### config.mk
export PLATFORM = sky130hd
export DESIGN_NAME = dual_event_performance_counter_top
export DESIGN_NICKNAME = d
export VERILOG_FILES = /design/src/rtl/dpc_pkg.sv /design/src/rtl/dpc_counter.sv /design/src/rtl/dual_event_performance_counter_top.sv
export SDC_FILE = /design/constraint.sdc
export NUM_CORES = 1
export LEC_CHECK = 0
export BUFFER_PORTS_ARGS = -buffer_cell sky130_fd_sc_hd__buf_2
export CELL_PAD_IN_SITES_DETAIL_PLACEMENT = 0
export CELL_PAD_IN_SITES_GLOBAL_PLACEMENT = 1
export CORE_ASPECT_RATIO = 0.9
export CORE_MARGIN = 2
export CORE_UTILIZATION = 51
export CTS_CLUSTER_DIAMETER = 50
export DETAILED_ROUTE_END_ITERATION = 10
export PLACE_DENSITY_LB_ADDON = 0.1
export SLEW_MARGIN = 20
export SYNTH_ARGS = -nofsm -noshare
export SYNTH_HDL_FRONTEND = slang
export SYNTH_SLANG_ARGS = --single-unit
### constraint.sdc
create_clock -name aclk -period 12.8 [get_ports aclk]
set_input_delay 2.56 -clock aclk [delete_from_list [all_inputs] [get_ports aclk]]
set_output_delay 2.56 -clock aclk [all_outputs]
set_load 0.01 [all_outputs]
### src/rtl/dpc_pkg.sv
// Shared types and constants for the dual event performance counter.
// No dependencies.
`default_nettype none

package dpc_pkg;

    typedef enum logic [1:0] {
        MODE_TICK  = 2'd0,
        MODE_READ  = 2'd1,
        MODE_WRITE = 2'd2,
        MODE_NONE  = 2'd3
    } mode_t;

    localparam logic [2:0] SEL_CTRL0   = 3'd0;
    localparam logic [2:0] SEL_CTRL1   = 3'd1;
    localparam logic [2:0] SEL_COUNT0H = 3'd2;
    localparam logic [2:0] SEL_COUNT0L = 3'd3;
    localparam logic [2:0] SEL_COUNT1H = 3'd4;
    localparam logic [2:0] SEL_COUNT1L = 3'd5;

    localparam int CTRL_W     = 16;
    localparam int PULSE_W    = 64;
    localparam int DATA_W     = 32;
    localparam int EN_BIT     = 15;
    localparam int START_BIT  = 14;
    localparam int CLEAR_BIT  = 13;

    // event codes 04 05 08 0a 0e 0f 13 14 21 22 23 24 25 28 29
    localparam logic [PULSE_W-1:0] MODELLED_EVENTS = 64'h0000_033E_0018_C530;

    typedef struct packed {
        logic              tick;
        logic              wr;
        logic [CTRL_W-1:0] data;
    } cnt_cmd_t;

endpackage

`default_nettype wire

### src/rtl/dpc_counter.sv
// One event counter: control word plus wrapping count.
// Depends on dpc_pkg.
`default_nettype none

module dpc_counter
    import dpc_pkg::*;
#(
    parameter int COUNT_WIDTH = 48
) (
    input  wire logic                   aclk,
    input  wire logic                   aresetn,
    input  wire cnt_cmd_t               cmd,
    input  wire logic [PULSE_W-1:0]     pulses,
    output logic      [CTRL_W-1:0]      ctrl,
    output logic      [COUNT_WIDTH-1:0] count
);

    logic [CTRL_W-1:0]      ctrl_reg, ctrl_next;
    logic [COUNT_WIDTH-1:0] count_reg, count_next;
    logic [5:0]             code;
    logic                   hit;

    assign code = ctrl_reg[5:0];
    assign hit  = ctrl_reg[EN_BIT] & ctrl_reg[START_BIT]
                & MODELLED_EVENTS[code] & pulses[code];

    always_comb begin
        ctrl_next  = ctrl_reg;
        count_next = count_reg;
        if (cmd.wr) begin
            ctrl_next            = cmd.data;
            ctrl_next[CLEAR_BIT] = 1'b0;
            if (cmd.data[CLEAR_BIT]) begin
                count_next = '0;
            end
        end else if (cmd.tick && hit) begin
            count_next = count_reg + COUNT_WIDTH'(1);
        end
    end

    always_ff @(posedge aclk) begin
        if (!aresetn) begin
            ctrl_reg  <= '0;
            count_reg <= '0;
        end else begin
            ctrl_reg  <= ctrl_next;
            count_reg <= count_next;
        end
    end

    assign ctrl  = ctrl_reg;
    assign count = count_reg;

    a_clear_zeroes: assert property (@(posedge aclk) disable iff (!aresetn)
        cmd.wr && cmd.data[CLEAR_BIT] |=> count_reg == '0)
        else $error("count not cleared");

    a_no_clear_stored: assert property (@(posedge aclk) disable iff (!aresetn)
        !ctrl_reg[CLEAR_BIT])
        else $error("clear bit stored");

    a_count_idle: assert property (@(posedge aclk) disable iff (!aresetn)
        !cmd.tick && !cmd.wr |=> $stable(count_reg))
        else $error("count moved without command");

endmodule

`default_nettype wire

### src/rtl/dual_event_performance_counter_top.sv
// Top level of the dual event performance counter: input register, two
// counters, read mux and result register. Depends on dpc_pkg, dpc_counter.
//
// Use: each s_ beat is a tick (s_mode 0, s_event_pulses), a register read
// (s_mode 1, s_reg_select) or a register write (s_mode 2, s_write_data).
// Only a read returns a beat on m_read_data; ticks and writes return none.
// Slots: 0/1 control words, 2/4 count high 16 bits, 3/5 count low 32 bits,
// 6/7 read zero. Writing bit 13 of a control word zeroes that count.
// Flow: an accepted beat is held in the input register and executed as it
// leaves it; a read result then goes to the result register and on to m_.
// Throughput: one beat per cycle, set by the single input register stage.
// A stalled read result holds in the result register; ticks and writes
// behind it keep flowing until another read meets the full result register,
// and then s_ready drops.
// Reset clears controls, counts and both valid flags.
`default_nettype none

module dual_event_performance_counter_top
    import dpc_pkg::*;
#(
    parameter int COUNT_WIDTH = 48
) (
    input  wire logic                aclk,
    input  wire logic                aresetn,
    input  wire logic                s_valid,
    output logic                     s_ready,
    input  wire logic [1:0]          s_mode,
    input  wire logic [2:0]          s_reg_select,
    input  wire logic [CTRL_W-1:0]   s_write_data,
    input  wire logic [PULSE_W-1:0]  s_event_pulses,
    output logic                     m_valid,
    input  wire logic                m_ready,
    output logic      [DATA_W-1:0]   m_read_data
);

    logic                   in_valid_reg, in_valid_next;
    mode_t                  mode_reg;
    logic [2:0]             sel_reg;
    logic [CTRL_W-1:0]      data_reg;
    logic [PULSE_W-1:0]     pulses_reg;
    logic                   out_valid_reg, out_valid_next;
    logic [DATA_W-1:0]      rdata_reg;
    logic [DATA_W-1:0]      rdata_next;
    logic                   advance;
    logic                   is_read;
    cnt_cmd_t               cmd0, cmd1;
    logic [CTRL_W-1:0]      ctrl0, ctrl1;
    logic [COUNT_WIDTH-1:0] count0, count1;
    logic [63:0]            ext0, ext1;

    assign is_read = (mode_reg == MODE_READ);
    assign advance = in_valid_reg && (!is_read || !out_valid_reg || m_ready);
    assign s_ready = !in_valid_reg || advance;

    assign in_valid_next = (s_valid && s_ready) || (in_valid_reg && !advance);

    always_comb begin
        out_valid_next = out_valid_reg && !m_ready;
        if (advance && is_read) begin
            out_valid_next = 1'b1;
        end
    end

    always_ff @(posedge aclk) begin
        if (!aresetn) begin
            in_valid_reg  <= 1'b0;
            out_valid_reg <= 1'b0;
        end else begin
            in_valid_reg  <= in_valid_next;
            out_valid_reg <= out_valid_next;
        end
    end

    always_ff @(posedge aclk) begin
        if (s_valid && s_ready) begin
            mode_reg   <= mode_t'(s_mode);
            sel_reg    <= s_reg_select;
            data_reg   <= s_write_data;
            pulses_reg <= s_event_pulses;
        end
        if (advance && is_read) begin
            rdata_reg <= rdata_next;
        end
    end

    always_comb begin
        cmd0      = '0;
        cmd1      = '0;
        cmd0.data = data_reg;
        cmd1.data = data_reg;
        cmd0.tick = advance && (mode_reg == MODE_TICK);
        cmd1.tick = cmd0.tick;
        cmd0.wr   = advance && (mode_reg == MODE_WRITE) && (sel_reg == SEL_CTRL0);
        cmd1.wr   = advance && (mode_reg == MODE_WRITE) && (sel_reg == SEL_CTRL1);
    end

    dpc_counter #(.COUNT_WIDTH(COUNT_WIDTH)) u_cnt0 (
        .aclk    (aclk),
        .aresetn (aresetn),
        .cmd     (cmd0),
        .pulses  (pulses_reg),
        .ctrl    (ctrl0),
        .count   (count0)
    );

    dpc_counter #(.COUNT_WIDTH(COUNT_WIDTH)) u_cnt1 (
        .aclk    (aclk),
        .aresetn (aresetn),
        .cmd     (cmd1),
        .pulses  (pulses_reg),
        .ctrl    (ctrl1),
        .count   (count1)
    );

    assign ext0 = 64'(count0);
    assign ext1 = 64'(count1);

    always_comb begin
        case (sel_reg)
            SEL_CTRL0:   rdata_next = {16'b0, ctrl0};
            SEL_CTRL1:   rdata_next = {16'b0, ctrl1};
            SEL_COUNT0H: rdata_next = {16'b0, ext0[47:32]};
            SEL_COUNT0L: rdata_next = ext0[31:0];
            SEL_COUNT1H: rdata_next = {16'b0, ext1[47:32]};
            SEL_COUNT1L: rdata_next = ext1[31:0];
            default:     rdata_next = '0;
        endcase
    end

    assign m_valid     = out_valid_reg;
    assign m_read_data = rdata_reg;

    a_stall_holds: assert property (@(posedge aclk) disable iff (!aresetn)
        out_valid_reg && !m_ready |=> out_valid_reg && $stable(rdata_reg))
        else $error("stalled result lost");

    a_busy_has_item: assert property (@(posedge aclk) disable iff (!aresetn)
        !s_ready |-> in_valid_reg && is_read && out_valid_reg)
        else $error("ready low without a blocked read");

    a_unused_zero: assert property (@(posedge aclk) disable iff (!aresetn)
        advance && is_read && (sel_reg > SEL_COUNT1L)
        |=> rdata_reg == '0)
        else $error("unused slot read nonzero");

endmodule

`default_nettype wire
## Word-level counts from Yosys, hierarchy flattened

Memory sizes are Yosys's and may differ from the RTL's. A register that Yosys moved wholly into a read port is not among the register bits.
Index checks and enable logic that the tools add are counted.

| word-level totals | value |
|---|---|
| flip-flop bits (word level) | 245 |
| memory bits (read-only) | 128 |
| bits of input ports | 89 |
| output and inout port bits | 34 |
| word-level logic and storage cells | 75 |
| memories | 2 |

Memories:

| memory | depth | width | read ports | clocked after memory_dff | write ports | RTL line | text |
|---|---|---|---|---|---|---|---|
| (no name shown) | 64 | 1 | 1 | 1 | 0 | dpc_counter.sv:25 | `& MODELLED_EVENTS[code] & pulses[code];` |
| (no name shown) | 64 | 1 | 1 | 1 | 0 | dpc_counter.sv:25 |  |

| cells by class | value |
|---|---|
| add/subtract/negate cells | 2 |
| magnitude comparators | 2 |
| equality and inequality tests | 9 |
| mux-type cells | 17 |
| bitwise gates (word level) | 6 |
| reduce and logical (&&, ||, !) cells | 26 |

Operators with widths:

| operator | number |
|---|---|
| $mux 48 | 5 |
| $pmux 32 s6 | 1 |
| $add 48x1->48 const B | 2 |
| $mux 6 | 4 |
| $lt 6x7->1 const B | 2 |
| $bmux 1 s6 | 2 |
| $logic_and 1x1->1 | 11 |
| $and 1x1->1 | 6 |
| $eq 3x2->1 const B | 2 |
| $eq 3x3->1 const B | 2 |
| $logic_not 1->1 | 5 |
| $mux 1 | 5 |
| $logic_or 1x1->1 | 4 |
| $ne 2x2->1 const B | 2 |
| $reduce_and 2->1 | 2 |
| $reduce_bool 2->1 | 2 |
| $eq 3x1->1 const B | 1 |
| $logic_not 3->1 | 1 |
| $eq 2x1->1 const B | 1 |
| $eq 2x2->1 const B | 1 |
| $logic_not 2->1 | 1 |

## Depth between registers and ports, before layout

Gate-level depths: netlist of run 1.

| depth | value |
|---|---|
| word-level depth | 9 |
| gate-level depth with buffers | 11 |
| depth with buffers taken out | 8 |

## By module

A second synthesis of run 1 with hierarchy kept.

| second synthesis, totals | value |
|---|---|
| cell total of the unflattened synthesis | 1236 |
| area total of the unflattened synthesis | 12949.9 um^2 |

Modules (own cells, without submodules):

| module | instances | cells each | area each (um^2) | sequential area each (um^2) |
|---|---|---|---|---|
| dpc_counter | 2 | 478 | 4070.2 | 1281.2 |
| dual_event_performance_counter_top | 1 | 280 | 4809.6 | 3553.4 |

## Worst setup path before layout of run 1

Ideal clock, no wire load.

| timing | value |
|---|---|
| path kind | input port to flip-flop |
| start point | input m_ready |
| end point | register data_reg[0], enable pin |
| setup time | 0.539 ns |
| arrival time | 6.525 ns |
| required time | 12.261 ns |
| path slack | 5.735 ns |
| stages | 3 |
| buffers on the path | 0 |
| path through | nand2b_1 nor2_1 nor2b_1 |

| on the way | value |
|---|---|
| cells in the longest elaborated chain, start to end | 4 |

Ends and longest elaborated chain:

| element | RTL line | text |
|---|---|---|
| start: declaration | dual_event_performance_counter_top.sv:32 | `input wire logic m_ready,` |
| $logic_or 1x1->1 | dual_event_performance_counter_top.sv:52 | `assign advance = in_valid_reg && (!is_read \|\| !out_valid_reg \|\| m_ready);` |
| $logic_and 1x1->1 | dual_event_performance_counter_top.sv:52 |  |
| $logic_or 1x1->1 | dual_event_performance_counter_top.sv:53 | `assign s_ready = !in_valid_reg \|\| advance;` |
| $logic_and 1x1->1 | dual_event_performance_counter_top.sv:75 | `if (s_valid && s_ready) begin` |
| end signal: assignment | dual_event_performance_counter_top.sv:78 | `data_reg <= s_write_data;` |
| end: declaration | dual_event_performance_counter_top.sv:39 | `logic [CTRL_W-1:0] data_reg;` |

No other way between the ends.
A chain may end at the register's enable or synchronous reset.

## Final worst setup path of run 1

| timing | value |
|---|---|
| start point | input m_ready |
| end point | output s_ready |

| on the way | value |
|---|---|
| cells in the longest elaborated chain, start to end | 3 |

Ends and longest elaborated chain:

| element | RTL line | text |
|---|---|---|
| $logic_or 1x1->1 | dual_event_performance_counter_top.sv:52 |  |
| $logic_and 1x1->1 | dual_event_performance_counter_top.sv:52 |  |
| $logic_or 1x1->1 | dual_event_performance_counter_top.sv:53 |  |
| end: declaration | dual_event_performance_counter_top.sv:26 | `output logic s_ready,` |

No other way between the ends.

==> flow_summary.ini, run 1 <==
[final_layout]
antenna_cells = 0
drive_gt1_frac = 0.2156
largest_reg_flops = 64
syn2layout_area_growth_pct = 13.93
nets = 1375
fill_cells = 2069

[timing]
fmax_mhz = 171.6
rsz0062_at_grt = false
setup_viol = 0
fin_crit_sh = 0.4552
slew_viol_final = 0
clock_skew_ns = 0.02616
fin_tns_setup_ns = 0
relSlewSlack = 0.2517
min_period_ns = 5.826
finalHoldViolCount = 0
setup_slack_ns = 6.974
tightest_slew_ns = 1.121

[pwr]
total_power_mw = 1.776
vdd_drop_max_mv = 0.1168
p_per_area_nw_per_um2 = 125.3
leakage_nw = 4.991

[grt]
grt_overflow = 0
grt_max_degree = 78
grt_pass1_wl_mm = 54.28
grt_use_met1 = 0.3972
grt_use_met2 = 0.4102
grt_usage = 0.2675
grt_pass1_vias = 9519
antenna_found_initial = 0
grt_util_met3 = 0.04026
grt-busiest-layer = met2

[floorplanning]
start_util = 0.5157
die_y_um = 152.2
die-area_um2 = 25660
coreArea_um2 = 24120
ioPinCount = 123
num_rows = 54
die_w_um = 168.6

[outcome]
status = complete, no violations

[worst_setup_path]
path_max_fanout = 3
crit_required_ns = 10.24
reg2regPathDepth = 8
worstReg2RegEnd = u_cnt1.count[0]
end_kind = output port
crit_type = primary input to output port
reg2reg_from = u_cnt1.ctrl[2]
arrival_ns = 3.27
crit_start = m_ready
crit_path_start_kind = primary input
r2r_setup_slack_ns = 8.22
endpoint = s_ready

[synthesis]
synth.most_common_cell = dfxtp_1
synth_commonest_cells = dfxtp_1, nand2_1, edfxtp_1
syn_inst = 1203
ys_seq_area_frac = 0.4917
async_flop_share = 0
syn_area_um2 = 12440
ys.flop_type = dfxtp_1
yosys_warnings = 0
ys_ff_latch = 247
synth_top_area_cell = edfxtp_1
synth_cell_types = 73
synth-edff-count = 117
synth_nets = 1294
synth_top_area_share = 0.2824
synthTopCellsByArea = edfxtp_1, dfxtp_1, mux4_2
avgSynthCellArea_um2 = 10.34

[clock_tree]
post-cts-setup-buffer-count = 0
cts_buffers = 31
clkLatencyLatePin_ns = 0.57
cts_tree = yes
cts_hold_buf = 0
cts_max_level = 1
root_buffer = clkbuf_16
clock_sinks = 247
cts_resized = 0
path_clk_slew_ns = 0.06
clockBufferDepth = 3

[route]
drt_wl_total_mm = 34.31
vias = 10040
ant_nets = 0
wl_per_cell_um = 21.23
drt-pass1-iter-count = 5
drc = 0
drt_iter0_markers = 850
vias_per_cell = 6.214

[min_path]
min_from = u_cnt0.ctrl[10]
hold_class = register to register

[placement]
gp_congestion = 0.8426
hpwl_mm = 23.68
port_buffers = 122
dp_slack_ns = 6.965

[flow_run]
max_cap_viol_count = 0
cell usage in the layout, fill, tap and decap left out, types with 5 or more instances in the layout:
master	synthesis	final
and2_1	15	15
nor4_1	15	15
dfxtp_1	130	129
mux2i_1	45	45
o41ai_1	5	5
a22o_1	5	5
and4_1	11	11
edfxtp_1	117	117
a211o_1	12	12
a31oi_1	17	17
and3_1	37	36
nor2_1	86	86
o21ai_0	21	21
nand2_1	126	126
nand3b_1	6	6
buf_4	3	15
o22ai_1	20	20
a21oi_1	52	51
nand2b_1	7	7
nor2b_1	8	5
or3_1	8	8
a21o_1	5	5
clkinv_1	0	5
a211oi_1	5	5
mux2_2	22	22
nand3_1	55	55
o31ai_1	26	26
mux4_2	29	29
nand4_1	32	32
buf_2	23	122
clkbuf_16	0	31
a221o_1	6	6
inv_1	26	25
inv_6	0	5
a22oi_1	50	50
clkbuf_1	46	6
nor3_1	23	22
o21ai_2	27	27
per-stage QoR:
step	area [um2]	util	cells	hold slack (ns)
3_5_place_dp	13160	0.5456	1558	0.4491
6_report	14170	0.5876	1616	0.4576
4_1_cts	14150	0.5866	1615	0.4569
2_1_floorplan	12440	-	1203	0.4333
3_3_place_gp	13160	0.5456	1558	0.4454
5_1_grt	14170	0.5876	1616	0.4766
worst max-delay path, stage by stage:
cell,delay [ns]
buf_2,0.09
nand2b_1,0.16
nor2_1,0.25
inv_1,0.07
buf_2,0.14
how the worst min path moves through the flow:
| stage | to | slack [ns] | cells past startpoint |
|---|---|---|---|
| 2_1_floorplan | u_cnt1.ctrl[7] | 0.43 | 2 |
| 3_3_place_gp | u_cnt1.ctrl[6] | 0.45 | 2 |
| 4_1_cts | u_cnt0.ctrl[10] | 0.46 | 2 |
| 3_5_place_dp | u_cnt0.ctrl[10] | 0.45 | 2 |
| 5_1_grt | u_cnt1.ctrl[10] | 0.48 | 2 |
| 6_report | u_cnt0.ctrl[10] | 0.46 | 2 |
layer usage:
layer,part of all wire,routed length [um],vias up
li1,-,-,4778
met1,0.47,15970,4848
met2,0.44,15250,350
met3,0.062,2119,66
met4,0.028,966,0
met5,0,0,-
power breakdown:
part / internal [mW] / switching, mW
Combinational: 0.0309 / 0.0470
Clock: 0.495 / 0.345
Sequential: 0.846 / 0.0116
Total: 1.37 / 0.404
cell type report:
class | instances | area [um2] | area share
Tap cell | 308 | 385.4 | 0.02719
Sequential cell | 247 | 6117 | 0.4316
Multi-Input combinational cell | 840 | 5841 | 0.4121
Clock buffer | 38 | 812.0 | 0.05730
Clock inverter | 19 | 176.4 | 0.01245
Timing Repair Buffer | 138 | 743.2 | 0.05244
Inverter | 26 | 97.59 | 0.006886
kinds of logic (layout without fill, tap and decap cells):
logic type / Yosys count / count (layout) / share of synthesized area
mux: 98 / 98 / 0.1129
fa+ha+maj: 2 / 2 / 0.002011
simple gates: 450 / 450 / 0.1849
buf+inv: 116 / 221 / 0.04255
xor+xnor: 3 / 3 / 0.002113
compound gates: 287 / 287 / 0.1640
flops: 247 / 247 / 0.4917
Power figures use the tool's default switching activity.
==> run 2: changes to the inputs <==
--- a/config.mk
+++ b/config.mk
@@ -5,12 +5,13 @@
 export SDC_FILE = /design/constraint.sdc
 export NUM_CORES = 1
 export LEC_CHECK = 0
+export ABC_AREA = 1
 export BUFFER_PORTS_ARGS = -buffer_cell sky130_fd_sc_hd__buf_2
 export CELL_PAD_IN_SITES_DETAIL_PLACEMENT = 0
 export CELL_PAD_IN_SITES_GLOBAL_PLACEMENT = 1
 export CORE_ASPECT_RATIO = 0.9
 export CORE_MARGIN = 2
-export CORE_UTILIZATION = 51
+export CORE_UTILIZATION = 44
 export CTS_CLUSTER_DIAMETER = 50
 export DETAILED_ROUTE_END_ITERATION = 10
 export PLACE_DENSITY_LB_ADDON = 0.1
==> constraint.sdc (replaced) <==
create_clock -name aclk -period 5.37 [get_ports aclk]
set_input_delay 1.074 -clock aclk [delete_from_list [all_inputs] [get_ports aclk]]
set_output_delay 1.074 -clock aclk [all_outputs]
set_load 0.01 [all_outputs]
==> run 2 against run 1 <==
Worst setup slack lost 5.1 ns. Global-route usage grew 1.2 points. Wire length grew 34%. Sequential share of layout area shrank 4.5 points. Critical path depth grew 5. Largest cell class is now multi-input combinational cells. Register-to-register slack lost 6.3 ns.
==> flow_summary.ini, run 2 <==
[timing]
tightest_slew_ns = 1.038
setup_viol = 0
fin_crit_sh = 0.6481
timing.hold.ws_ns = 0.4937
finalHoldViolCount = 0
setup_slack_ns = 1.890
clock_skew_ns = 0.01880
rsz0062_at_grt = false
fin_tns_setup_ns = 0
min_period_ns = 3.480
fmax_mhz = 287.3
slew_viol_final = 0
relSlewSlack = 0.3079

[synthesis]
ys.flop_type = dfxtp_1
syn_area_um2 = 13850
ys_seq_area_frac = 0.4415
synth_nets = 1954
synth_top_area_cell = edfxtp_1
synth-edff-count = 117
synth.most_common_cell = nand2_1
synth_top_area_share = 0.2536
synth_commonest_cells = nand2_1, nand3_1, nor2_1
syn_inst = 1863
yosys_warnings = 0
avgSynthCellArea_um2 = 7.435
ys_ff_latch = 247
synthTopCellsByArea = edfxtp_1, dfxtp_1, nand2_1
synth_cell_types = 39
async_flop_share = 0

[final_layout]
nets = 2034
syn2layout_area_growth_pct = 14.07
final-instance-count-excl-fill = 2380
fin_area_um2 = 15800
mostFrequentLayoutCells = nand2_1, nand3_1, nor2_1
final_util = 0.5112
drive_gt1_frac = 0.1143
fill_cells = 3072
largest_reg_flops = 64
mostFrequentLayoutCell = nand2_1

[floorplanning]
die_w_um = 191.0
die-area_um2 = 32920
ioPinCount = 123
num_rows = 61
start_util = 0.4481
die_y_um = 172.3
coreArea_um2 = 30910

[route]
wl_met1_mm = 21.96
wl_per_cell_um = 19.26
ant_nets = 0
drc = 0
vias_per_cell = 5.530
drt_iter0_markers = 1248
drt_wl_total_mm = 45.84
route.met3.wl_mm = 3.126
highest_layer = met4
drt-pass1-iter-count = 7
met2WireLength_mm = 19.57
vias = 13160

[clock_tree]
cts_tree = yes
root_buffer = clkbuf_16
clkLatencyLatePin_ns = 0.53
cts_hold_buf = 0
cts_buffers = 34
clock_sinks = 247
post-cts-setup-buffer-count = 0
cts_resized = 0
clockBufferDepth = 3
cts_max_level = 2
path_clk_slew_ns = 0.06

[pwr]
total_power_mw = 4.517
clkPwrFrac = 0.509
leakage_nw = 6.308
power_switching_mw = 1.033
p_seq_frac = 0.454
p_per_area_nw_per_um2 = 285.8
power.internal_mw = 3.483
vdd_drop_max_mv = 0.2681
combinationalPowerShare = 0.038
switching_share = 0.2288

[worst_setup_path]
arrival_ns = 3.90
path_max_fanout = 89
reg2reg_from = sel_reg[2]
reg2regPathDepth = 10
path_buf_inv = 3
cp_slowest_cell = edfxtp_1
crit_start = sel_reg[2]
crit_type = register to register
worstReg2RegEnd = u_cnt0.count[38]
cpMostUsedCell = nand2_4
cp_num_cells = 10
crit_required_ns = 5.79
crit_path_start_kind = register
r2r_setup_slack_ns = 1.89
end_kind = register
max_stage_delay_ns = 0.70
crit_family = simple AND/OR/NAND/NOR gates
endpoint = u_cnt0.count[38]
crit_path_cell_trace = inv_1 > nand2_4 > nor2_4 > buf_4 > inv_2 > nand2_1 > nor3_4 > nand2_4 > a21oi_1 > nor2_1

[outcome]
status = complete, no violations

[grt]
grt_max_degree = 90
grt_pass1_wl_mm = 70.89
grt_overflow = 0
grt_usage = 0.2795
grt_pass1_vias = 12270
antenna_found_initial = 3

[placement]
gp_congestion = 0.9338
place_inst = 2315
detailed_place.area_um2 = 14610
dp_slack_ns = 1.985
hpwl_mm = 31.96
port_buffers = 122

[min_path]
hold_class = register to register

[flow_run]
max_cap_viol_count = 0
==> run 2: cell type report <==
| type | instances | area [um2] | area share |
|---|---|---|---|
| Multi-Input combinational cell | 1367 | 6694 | 0.4236 |
| Inverter | 157 | 591.8 | 0.03745 |
| Timing Repair Buffer | 136 | 739.5 | 0.04680 |
| Clock inverter | 16 | 187.7 | 0.01188 |
| Clock buffer | 45 | 953.4 | 0.06034 |
| Tap cell | 409 | 511.7 | 0.03239 |
| Antenna cell | 3 | 7.507 | 0.0004751 |
| Sequential cell | 247 | 6116 | 0.3870 |
==> run 2: worst min-delay path by stage <==
| stage | endpoint | cells past startpoint | slack [ns] | start |
|---|---|---|---|---|
| global route | u_cnt1.count[18] | 2 | 0.53 | u_cnt1.count[18] |
| detailed placement | u_cnt1.count[12] | 2 | 0.49 | u_cnt1.count[12] |
| global placement | u_cnt1.ctrl[9] | 2 | 0.49 | data_reg[9] |
| CTS | u_cnt1.count[12] | 2 | 0.50 | u_cnt1.count[12] |
| finish | u_cnt0.ctrl[12] | 2 | 0.49 | data_reg[12] |
| floorplan | u_cnt1.count[12] | 2 | 0.47 | u_cnt1.count[12] |
==> run 2: per-layer routing <==
| metal | global-route usage | vias to the layer above |
|---|---|---|
| met2 | 0.4135 | 442 |
| met1 | 0.4153 | 6235 |
| met5 | 0 | - |
| met3 | 0.04465 | 82 |
| met4 | 0.08696 | 0 |
| li1 | - | 6402 |
==> run 2: power groups by stage <==
stage	clock (mW)	sequential, mW	combinational [mW]
floorplan	0	2.08	0.0946
global placement	0	2.09	0.164
detailed placement	0	2.09	0.167
CTS	2.34	2.05	0.168
global route	2.41	2.05	0.188
finish	2.30	2.05	0.170
==> run 2: kinds of logic after synthesis <==
group           Yosys count  share of synthesized area
simple gates           1076                     0.3457
xor+xnor                 78                    0.04932
compound gates          211                    0.08364
flops                   247                     0.4415
fa+ha+maj                 2                   0.001806
buf+inv                 249                    0.07804
==> run 2: tightest hold or removal path, cell delays in order, from the launching register on <==
cell      delay (ns)
edfxtp_1        0.34
nor2_1          0.05
nor2_1          0.08
